===== src/hw/rtl/four_class_ratio_scheduler_core_defines.svh =====
// Assertion macros shared by the scheduler RTL.
`ifndef FOUR_CLASS_RATIO_SCHEDULER_CORE_DEFINES_SVH
`define FOUR_CLASS_RATIO_SCHEDULER_CORE_DEFINES_SVH

// Condition must hold at every clock edge outside reset.
`define FCRS_CHECK(label, cond, msg) \
  label: assert property (@(posedge clk) disable iff (rst) (cond)) else $error(msg);

// Same-cycle implication.
`define FCRS_IMPLY(label, ante, cons, msg) \
  label: assert property (@(posedge clk) disable iff (rst) (ante) |-> (cons)) else $error(msg);

// Next-cycle implication.
`define FCRS_NEXT(label, ante, cons, msg) \
  label: assert property (@(posedge clk) disable iff (rst) (ante) |=> (cons)) else $error(msg);

`endif


===== src/hw/rtl/fcrs_pkg.sv =====
// Shared types, codes and defaults of the four-class ratio scheduler.
package fcrs_pkg;

  localparam int DEF_FIFO_DEPTH    = 16;
  localparam int DEF_HANDLE_WIDTH  = 16;
  localparam int DEF_COUNTER_WIDTH = 32;

  localparam int HANDLE_W = 16;
  localparam int OCC_W    = 7;
  localparam int RATIO_W  = 8;

  localparam logic [RATIO_W-1:0] RATIO_RESET = 8'd8;

  localparam logic OP_ENQUEUE = 1'b0;
  localparam logic OP_DEQUEUE = 1'b1;

  localparam logic [1:0] CLASS_MAX    = 2'd0;
  localparam logic [1:0] CLASS_HIGH   = 2'd1;
  localparam logic [1:0] CLASS_NORMAL = 2'd2;
  localparam logic [1:0] CLASS_LOW    = 2'd3;

  localparam logic [1:0] STATUS_DONE  = 2'd0;
  localparam logic [1:0] STATUS_EMPTY = 2'd1;
  localparam logic [1:0] STATUS_FULL  = 2'd2;

  typedef struct packed {
    logic                operation;
    logic [1:0]          priority_class;
    logic [HANDLE_W-1:0] item_handle;
  } req_t;

  typedef struct packed {
    logic [1:0]          status;
    logic [HANDLE_W-1:0] served_handle;
    logic [1:0]          served_class;
    logic [OCC_W-1:0]    total_occupancy;
  } rsp_t;

  // Controller to datapath.
  typedef struct packed {
    logic take;
    logic mul1;
    logic mul2;
    logic commit;
    logic load;
  } cmd_t;

  // Datapath to controller.
  typedef struct packed {
    logic req_dequeue;
    logic out_busy;
  } sts_t;

endpackage


===== src/hw/rtl/four_class_ratio_scheduler_core.sv =====
// Top level of the four-class ratio scheduler: controller plus datapath.
// An enqueue beat passes the commit and load states; a dequeue beat first passes the two
//   registered multiplier stages for the ratio compares. The handle memory read is registered.
//   No new beat is taken until the result is loaded, which waits while the response stalls.
// Reset (rst, synchronous): all classes empty, counters zero, share ratio 8, no
//   result pending; handle storage is not cleared and needs no clearing pass.
module four_class_ratio_scheduler_core #(
  parameter int FIFO_DEPTH    = fcrs_pkg::DEF_FIFO_DEPTH,
  parameter int HANDLE_WIDTH  = fcrs_pkg::DEF_HANDLE_WIDTH,
  parameter int COUNTER_WIDTH = fcrs_pkg::DEF_COUNTER_WIDTH
) (
  input  logic                         clk,
  input  logic                         rst,
  // Configuration: share ratio, written while idle.
  input  logic                         cfg_we,
  input  logic [fcrs_pkg::RATIO_W-1:0] cfg_data,
  // Request channel.
  input  logic                         req_valid,
  output logic                         req_ready,
  input  fcrs_pkg::req_t               req,
  // Response channel.
  output logic                         rsp_valid,
  input  logic                         rsp_ready,
  output fcrs_pkg::rsp_t               rsp
);
  import fcrs_pkg::*;

  cmd_t cmd;
  sts_t sts;

  // Controller: accepts one beat, steps through the multiply stages on a
  // dequeue, commits the queue update and holds until the result register
  // frees up.
  fcrs_ctrl u_ctrl (
    .clk       (clk),
    .rst       (rst),
    .req_valid (req_valid),
    .req_ready (req_ready),
    .sts       (sts),
    .cmd       (cmd)
  );

  // Datapath: per-class queues in one memory, occupancy and dequeue counters,
  // ratio products, and the result register that decouples the response side.
  fcrs_dpath #(
    .FIFO_DEPTH    (FIFO_DEPTH),
    .HANDLE_WIDTH  (HANDLE_WIDTH),
    .COUNTER_WIDTH (COUNTER_WIDTH)
  ) u_dpath (
    .clk       (clk),
    .rst       (rst),
    .cfg_we    (cfg_we),
    .cfg_data  (cfg_data),
    .req       (req),
    .cmd       (cmd),
    .sts       (sts),
    .rsp       (rsp),
    .rsp_valid (rsp_valid),
    .rsp_ready (rsp_ready)
  );

endmodule


===== src/hw/rtl/fcrs_ctrl.sv =====
// Sequencing state machine of the four-class ratio scheduler.
`include "four_class_ratio_scheduler_core_defines.svh"

module fcrs_ctrl (
  input  logic          clk,
  input  logic          rst,
  input  logic          req_valid,
  output logic          req_ready,
  input  fcrs_pkg::sts_t sts,
  output fcrs_pkg::cmd_t cmd
);
  import fcrs_pkg::*;

  typedef enum logic [2:0] {
    S_IDLE,
    S_MUL1,
    S_MUL2,
    S_COMMIT,
    S_LOAD
  } state_t;

  state_t state;
  logic   take;

  assign take = req_valid && req_ready;

  always_comb begin
    cmd.take   = take;
    cmd.mul1   = (state == S_MUL1);
    cmd.mul2   = (state == S_MUL2);
    cmd.commit = (state == S_COMMIT);
    cmd.load   = (state == S_LOAD) && !sts.out_busy;
  end

  always_ff @(posedge clk) begin
    if (rst) begin
      state     <= S_IDLE;
      req_ready <= 1'b1;
    end else begin
      unique case (state)
        S_IDLE: begin
          if (take) begin
            req_ready <= 1'b0;
            state     <= sts.req_dequeue ? S_MUL1 : S_COMMIT;
          end
        end
        S_MUL1:   state <= S_MUL2;
        S_MUL2:   state <= S_COMMIT;
        S_COMMIT: state <= S_LOAD;
        S_LOAD: begin
          if (!sts.out_busy) begin
            state     <= S_IDLE;
            req_ready <= 1'b1;
          end
        end
        default: begin
          state     <= S_IDLE;
          req_ready <= 1'b1;
        end
      endcase
    end
  end

  `FCRS_CHECK(a_cmd_onehot, $onehot0({cmd.take, cmd.mul1, cmd.mul2, cmd.commit, cmd.load}), "fcrs_ctrl: overlapping commands")
  `FCRS_IMPLY(a_ready_idle, req_ready, state == S_IDLE, "fcrs_ctrl: ready outside idle")
  `FCRS_NEXT(a_commit_load, cmd.commit, state == S_LOAD, "fcrs_ctrl: commit not followed by load")

endmodule


===== src/hw/rtl/fcrs_dpath.sv =====
// Queue storage, counters, ratio compares and result register of the scheduler.
`include "four_class_ratio_scheduler_core_defines.svh"

module fcrs_dpath #(
  parameter int FIFO_DEPTH    = fcrs_pkg::DEF_FIFO_DEPTH,
  parameter int HANDLE_WIDTH  = fcrs_pkg::DEF_HANDLE_WIDTH,
  parameter int COUNTER_WIDTH = fcrs_pkg::DEF_COUNTER_WIDTH
) (
  input  logic                         clk,
  input  logic                         rst,
  input  logic                         cfg_we,
  input  logic [fcrs_pkg::RATIO_W-1:0] cfg_data,
  input  fcrs_pkg::req_t               req,
  input  fcrs_pkg::cmd_t               cmd,
  output fcrs_pkg::sts_t               sts,
  output fcrs_pkg::rsp_t               rsp,
  output logic                         rsp_valid,
  input  logic                         rsp_ready
);
  import fcrs_pkg::*;

  localparam int PW    = (FIFO_DEPTH > 1) ? $clog2(FIFO_DEPTH) : 1;
  localparam int CNTW  = $clog2(FIFO_DEPTH + 1);
  localparam int AW    = PW + 2;
  localparam int CW    = COUNTER_WIDTH;
  localparam int PA_W  = CW + 1 + RATIO_W;
  localparam int PC_W  = PA_W + RATIO_W;
  localparam int TW0   = $clog2(4 * FIFO_DEPTH + 1);
  localparam int TOT_W = (TW0 > OCC_W) ? TW0 : OCC_W;
  localparam logic [PW-1:0]   LAST_POS = PW'(FIFO_DEPTH - 1);
  localparam logic [CNTW-1:0] DEPTH_C  = CNTW'(FIFO_DEPTH);

  logic [HANDLE_WIDTH-1:0] mem [0:(1 << AW) - 1];
  logic [HANDLE_WIDTH-1:0] rd_data;

  req_t             item;
  logic [RATIO_W-1:0] ratio;
  logic [RATIO_W-1:0] r_eff;
  logic [PW-1:0]    head  [4];
  logic [CNTW-1:0]  count [4];
  logic [CW-1:0]    dqc   [4];
  logic [TOT_W-1:0] total;
  logic [PA_W-1:0]  pa;
  logic [PA_W-1:0]  pb;
  logic [PC_W-1:0]  pc;

  logic [1:0] res_status;
  logic [1:0] res_class;
  logic       res_hit;

  logic [3:0]  has;
  logic        hi_ok;
  logic        low_turn;
  logic        pick_hit;
  logic [1:0]  pick;
  logic [1:0]  sel;
  logic        is_deq;
  logic        full;
  logic [CNTW:0] tail_sum;
  logic [PW-1:0] tail;
  logic [PW-1:0] head_next;
  logic [CW:0]   c2p1;
  logic [CW:0]   c3p1;

  assign r_eff = (ratio == '0) ? RATIO_W'(1) : ratio;
  assign c2p1  = {1'b0, dqc[2]} + (CW + 1)'(1);
  assign c3p1  = {1'b0, dqc[3]} + (CW + 1)'(1);

  assign sts.req_dequeue = (req.operation == OP_DEQUEUE);
  assign sts.out_busy    = rsp_valid && !rsp_ready;

  // Class selection; the divides of the counters by the ratio are replaced by
  // products of the compared counter plus one with the ratio.
  always_comb begin
    for (int i = 0; i < 4; i++) begin
      has[i] = (count[i] != '0);
    end
    hi_ok    = (PA_W'(dqc[1]) < pa) && (PC_W'(dqc[1]) < pc);
    low_turn = (pb <= PA_W'(dqc[2]));
    pick_hit = 1'b1;
    pick     = CLASS_MAX;
    if (has[0]) begin
      pick = CLASS_MAX;
    end else if (has[1] && !has[2] && !has[3]) begin
      pick = CLASS_HIGH;
    end else if (has[1] && hi_ok) begin
      pick = CLASS_HIGH;
    end else if (has[2] && !has[3]) begin
      pick = CLASS_NORMAL;
    end else if (!has[2] && has[3]) begin
      pick = CLASS_LOW;
    end else if (has[2] && has[3]) begin
      pick = low_turn ? CLASS_LOW : CLASS_NORMAL;
    end else begin
      pick_hit = 1'b0;
    end
  end

  always_comb begin
    is_deq    = (item.operation == OP_DEQUEUE);
    sel       = is_deq ? pick : item.priority_class;
    full      = (count[sel] >= DEPTH_C);
    tail_sum  = (CNTW + 1)'(head[sel]) + (CNTW + 1)'(count[sel]);
    tail      = (tail_sum >= (CNTW + 1)'(FIFO_DEPTH))
              ? PW'(tail_sum - (CNTW + 1)'(FIFO_DEPTH))
              : PW'(tail_sum);
    head_next = (head[sel] == LAST_POS) ? '0 : head[sel] + PW'(1);
  end

  // Control and counter state.
  always_ff @(posedge clk) begin
    if (rst) begin
      ratio <= RATIO_RESET;
      total <= '0;
      for (int i = 0; i < 4; i++) begin
        head[i]  <= '0;
        count[i] <= '0;
        dqc[i]   <= '0;
      end
    end else begin
      if (cfg_we) begin
        ratio <= cfg_data;
      end
      if (cmd.commit) begin
        if (is_deq) begin
          if (pick_hit) begin
            head[sel]  <= head_next;
            count[sel] <= count[sel] - CNTW'(1);
            total      <= total - TOT_W'(1);
            if (!(&dqc[sel])) begin
              dqc[sel] <= dqc[sel] + CW'(1);
            end
          end
        end else if (!full) begin
          count[sel] <= count[sel] + CNTW'(1);
          total      <= total + TOT_W'(1);
        end
      end
    end
  end

  // Payload registers and ratio products.
  always_ff @(posedge clk) begin
    if (cmd.take) begin
      item <= req;
    end
    if (cmd.mul1) begin
      pa <= PA_W'(c2p1) * PA_W'(r_eff);
      pb <= PA_W'(c3p1) * PA_W'(r_eff);
    end
    if (cmd.mul2) begin
      pc <= PC_W'(pb) * PC_W'(r_eff);
    end
    if (cmd.commit) begin
      res_hit   <= is_deq && pick_hit;
      res_class <= (is_deq && pick_hit) ? pick : CLASS_MAX;
      if (is_deq) begin
        res_status <= pick_hit ? STATUS_DONE : STATUS_EMPTY;
      end else begin
        res_status <= full ? STATUS_FULL : STATUS_DONE;
      end
    end
  end

  // Handle storage: each commit reads; a non-full enqueue also writes.
  always_ff @(posedge clk) begin
    if (cmd.commit) begin
      if (!is_deq && !full) begin
        mem[{sel, tail}] <= HANDLE_WIDTH'(item.item_handle);
      end
      rd_data <= mem[{sel, head[sel]}];
    end
  end

  // Result register.
  always_ff @(posedge clk) begin
    if (rst) begin
      rsp_valid <= 1'b0;
    end else if (cmd.load) begin
      rsp_valid <= 1'b1;
    end else if (rsp_ready) begin
      rsp_valid <= 1'b0;
    end
  end

  always_ff @(posedge clk) begin
    if (cmd.load) begin
      rsp.status          <= res_status;
      rsp.served_handle   <= res_hit ? HANDLE_W'(rd_data) : '0;
      rsp.served_class    <= res_class;
      rsp.total_occupancy <= total[OCC_W-1:0];
    end
  end

  `FCRS_CHECK(a_total_sum, total == TOT_W'(count[0]) + TOT_W'(count[1]) + TOT_W'(count[2]) + TOT_W'(count[3]), "fcrs_dpath: total occupancy out of step")
  `FCRS_CHECK(a_count_bound, (count[0] <= DEPTH_C) && (count[1] <= DEPTH_C) && (count[2] <= DEPTH_C) && (count[3] <= DEPTH_C), "fcrs_dpath: class count beyond depth")
  `FCRS_NEXT(a_load_valid, cmd.load, rsp_valid, "fcrs_dpath: loaded result not valid")

endmodule


===== config.mk =====
export PLATFORM = sky130hd
export DESIGN_NAME = four_class_ratio_scheduler_core
export DESIGN_NICKNAME = d
export VERILOG_FILES = /design/src/hw/rtl/fcrs_pkg.sv /design/src/hw/rtl/four_class_ratio_scheduler_core.sv /design/src/hw/rtl/fcrs_ctrl.sv /design/src/hw/rtl/fcrs_dpath.sv
export VERILOG_INCLUDE_DIRS = /design/src /design/src/hw/rtl
export SDC_FILE = /design/constraint.sdc
export NUM_CORES = 2
export LEC_CHECK = 0
export BUFFER_PORTS_ARGS = -buffer_cell sky130_fd_sc_hd__buf_2
export CAP_MARGIN = 20
export CORE_MARGIN = 5
export CORE_UTILIZATION = 66
export CTS_BUF_LIST = sky130_fd_sc_hd__clkbuf_8
export DETAILED_ROUTE_END_ITERATION = 8
export PLACE_DENSITY = 0.83
export SETUP_SLACK_MARGIN = 0.15
export SLEW_MARGIN = 0
export SYNTH_ARGS = -nofsm -noshare
export SYNTH_HDL_FRONTEND = slang
export SYNTH_SLANG_ARGS = --single-unit

===== constraint.sdc =====
create_clock -name clk -period 10 [get_ports clk]
set_input_delay 0 -clock clk [delete_from_list [all_inputs] [get_ports clk]]
set_output_delay 0 -clock clk [all_outputs]
set_load 0.02 [all_outputs]

==> summary.txt <==
Final layout
  – Share of layout cells above drive strength 1: 0.0743
  – Area Overhead vs Synth: 8.43%
  – Commonest non-fill, non-tap cell in the layout: edfxtp_1
  – Finished Layout Cells: 9187
  – Commonest non-fill, non-tap cells in the layout: edfxtp_1, nand2_1, inv_1
  – # fillers: 8095
  – Final nets: 8300

Die
  – DIE HEIGHT: 366 um
  – Ports: 61
  – Die X: 366 um
  – Core area: 126000 um2
  – Die ar.: 134000 um2
  – FP Rows: 130
  – Initial Util: 0.666

Worst setup path
  – Critical Path Fanout Max: 8
  – Startpoint types: flip-flop
  – Arr. time, crit path: 9.11 ns
  – Crit path max-delay cell type: xnor2_1
  – Crit-path max cell delay: 0.92 ns
  – CP endpoint kind: flip-flop
  – CP Data Required Time: 10.71 ns
  – Worst path most repeated cell: fa_1
  – Crit path kind: reg -> reg

STA
  – Max Slew Vio Count: 0
  – Slew margin rel.: 0.182
  – Unrepaired setup endpoints after global routing: false
  – Final hold violations: 0
  – Clk_skew: 0.0780 ns
  – Max Freq: 119 MHz
  – Setup TNS: 0 ns
  – Min Clock Period, post-route: 8.40 ns
  – Worst-Margin Slew: 1.21 ns
  – Final setup violation count: 0
  – Period utilization: 0.840
  – Hold_ws: 0.161 ns

Detailed routing
  – Initial DRC Count: 6897
  – ANT nets after route: 0
  – DR WL/cell: 24.5 um
  – Via count: 58700
  – Vias per cell: 6.39
  – DRC viols: 0
  – Detailed Route WL: 225 mm
  – Detailed Routing Iterations Pass 1: 9

Place
  – Port bufs: 60
  – DPL Wire Length: 146 mm
  – Placed Instances: 8715
  – Routability congestion estimate: 0.972

Clocking
  – Worst-Skew Late Latency: 1.01 ns
  – Max Buffers Root-to-Sink: 3
  – Number of clock sinks: 1406
  – Setup Buffers After CTS: 0
  – Number of gates resized after cts: 0
  – TritonCTS clock tree: done
  – Clock Tree Root: clkbuf_8
  – Clock transition at path regs: 0.07 ns
  – Clock buffer count from CTS: 215
  – H-tree depth: 4

Power
  – VDD IR-drop max: 0.154 mV
  – Lkg Pwr: 0.0357 uW
  – PD cells: 174 nW/um2

Synth
  – Largest family of logic cells by synthesized area: adder cells
  – Multiplexer area fraction after synthesis: 0.0171
  – Compound-Gate Fraction of Synth Area: 0.0634
  – Synth warnings: 0
  – Post-Synth Adder-Cell Area: 0.190
  – Syn Nets: 8131
  – Post-synthesis xor/xnor area fraction: 0.0214
  – Number of synthesized register bits: 1406
  – Cell area after synthesis: 83900 um2
  – Post-synth EDFFs: 1386
  – Register area share after synthesis: 0.501
  – FFs w/ async S/R, synth: 0
  – Most used DFF post-synth: edfxtp_1
  – Cells after Synth: 7190
  – Post-Synth Simple-Gate Area: 0.164
  – Avg Cell Area, Syn: 11.7 um2
  – Distinct cells, synth: 96

Global route
  – GRT Util Overall: 0.333
  – Initial antenna violation count: 6
  – First-pass GRT wire length: 345 mm
  – Pin count of the biggest net entering global routing: 189
  – Vias in the first global route: 60600
  – Global route overflow: 0

Run
  – Maxcap violations: 0

Outcome
  – Status: complete, no violations

Min path
  – Min-Delay Path Class: in -> reg
worst max-delay path: cells and delay by family, from the launching register on:
kind | cells | cell delay [ns]
compound gates | 5 | 1.29
xor+xnor | 2 | 1.00
fa+ha+maj | 5 | 2.14
buf+inv | 2 | 0.14
flops | 1 | 0.53
simple gates | 11 | 3.04
Yosys cell counts (all sizes together) (20+ instances only):
master,count,area (um2)
nor2b,37,231
o21ai,67,339
fa,609,12200
o221ai,24,235
nand3,220,1100
nand2,1359,5110
xnor2,152,1330
buf,117,694
nor3,41,221
and2,431,2700
clkbuf,204,766
nor2,379,1440
o21a,28,211
and3,220,1380
dfxtp,20,400
nand2b,45,282
a21oi,137,697
inv,580,2180
ha,300,3750
edfxtp,1386,41600
o32a,20,200
a211oi,93,713
nor4,77,522
nand4,48,307
a21o,79,623
xor2,53,464
mux2i,141,1410
a311oi,96,841
through the flow:
stage	util	setup WS, ns	cell area [um2]	power, uW
after detailed placement	0.683	1.81	86000	11100
after global routing	0.722	1.24	90900	16500
final	0.722	1.60	90900	15800
after floorplan	-	2.96	83900	9930
after CTS	0.722	1.74	90900	15800
after global placement	0.683	2.07	85900	10900
final cells by class:
| type | instances | area [um2] | area share |
|---|---|---|---|
| sequential | 1406 | 42000 | 0.462 |
| timing repair buffer | 273 | 2170 | 0.0238 |
| clock inverter | 175 | 1230 | 0.0136 |
| inverter | 580 | 2190 | 0.0241 |
| multi-input combinational | 4883 | 38300 | 0.421 |
| clock buffer | 216 | 2970 | 0.0327 |
| tap | 1650 | 2060 | 0.0227 |
| antenna | 4 | 10.0 | 0.000110 |
power breakdown:
group | internal [uW] | switching, uW
Clock | 2340 | 2390
Combinational | 1550 | 2570
Sequential | 6800 | 165
Total | 10700 | 5120
cell families (layout without fill, tap and decap cells):
logic type / Yosys count / count (layout)
other: 0 / 4
xor gates and xnor gates: 205 / 205
adders and majority gates: 909 / 909
buffers and inverters: 901 / 1244
DFF: 1406 / 1406
AOI/OAI and AO/OA: 713 / 713
muxes: 143 / 143
and+or+nand+nor: 2913 / 2913
sequential cells by signal, summed over array words and instances, names as in the netlist, 16 cells and up:
name	count
u_dpath.rsp	27
u_dpath.item	18
u_dpath.pa	41
u_dpath.count	20
u_dpath.mem	1024
u_dpath.pb	41
u_dpath.rd_data	16
u_dpath.pc	49
u_dpath.dqc	128
u_dpath.head	16
final timing paths:
| check | startpoint | endpoint | slack [ns] | cells after the start |
|---|---|---|---|---|
| worst max-delay path | u_dpath.dqc[2][8]$_SDFFCE_PN0P_ | u_dpath.pa[40]$_DFFE_PP_ | 1.60 | 25 |
| worst min-delay path | rst | u_dpath.total[5]$_SDFFE_PP0P_ | 0.16 | 4 |
| worst max register to register | u_dpath.dqc[2][8]$_SDFFCE_PN0P_ | u_dpath.pa[40]$_DFFE_PP_ | 1.60 | 25 |
| worst min register to register | u_dpath.res_class[1]$_SDFFCE_PN0P_ | u_dpath.rsp[8]$_DFFE_PP_ | 0.43 | 0 |
repair_timing:
| item | CTS | global route |
|---|---|---|
| setup endpoints to repair | 0 | 0 |
| endpoints found under the hold margin | 121 | 0 |
| hold buffers | 76 | 0 |
metal layers:
metal / part of all wire / track usage / wire length [um] / vias to the layer above
li1: - / - / - / 25200
met2: 0.48 / 0.553 / 109000 / 3753
met1: 0.34 / 0.395 / 76100 / 28800
met4: 0.079 / 0.226 / 17800 / 4
met5: 0.00011 / 0 / 25 / -
met3: 0.098 / 0.0674 / 22200 / 933
No activity file was read; power rests on OpenSTA's default activity.
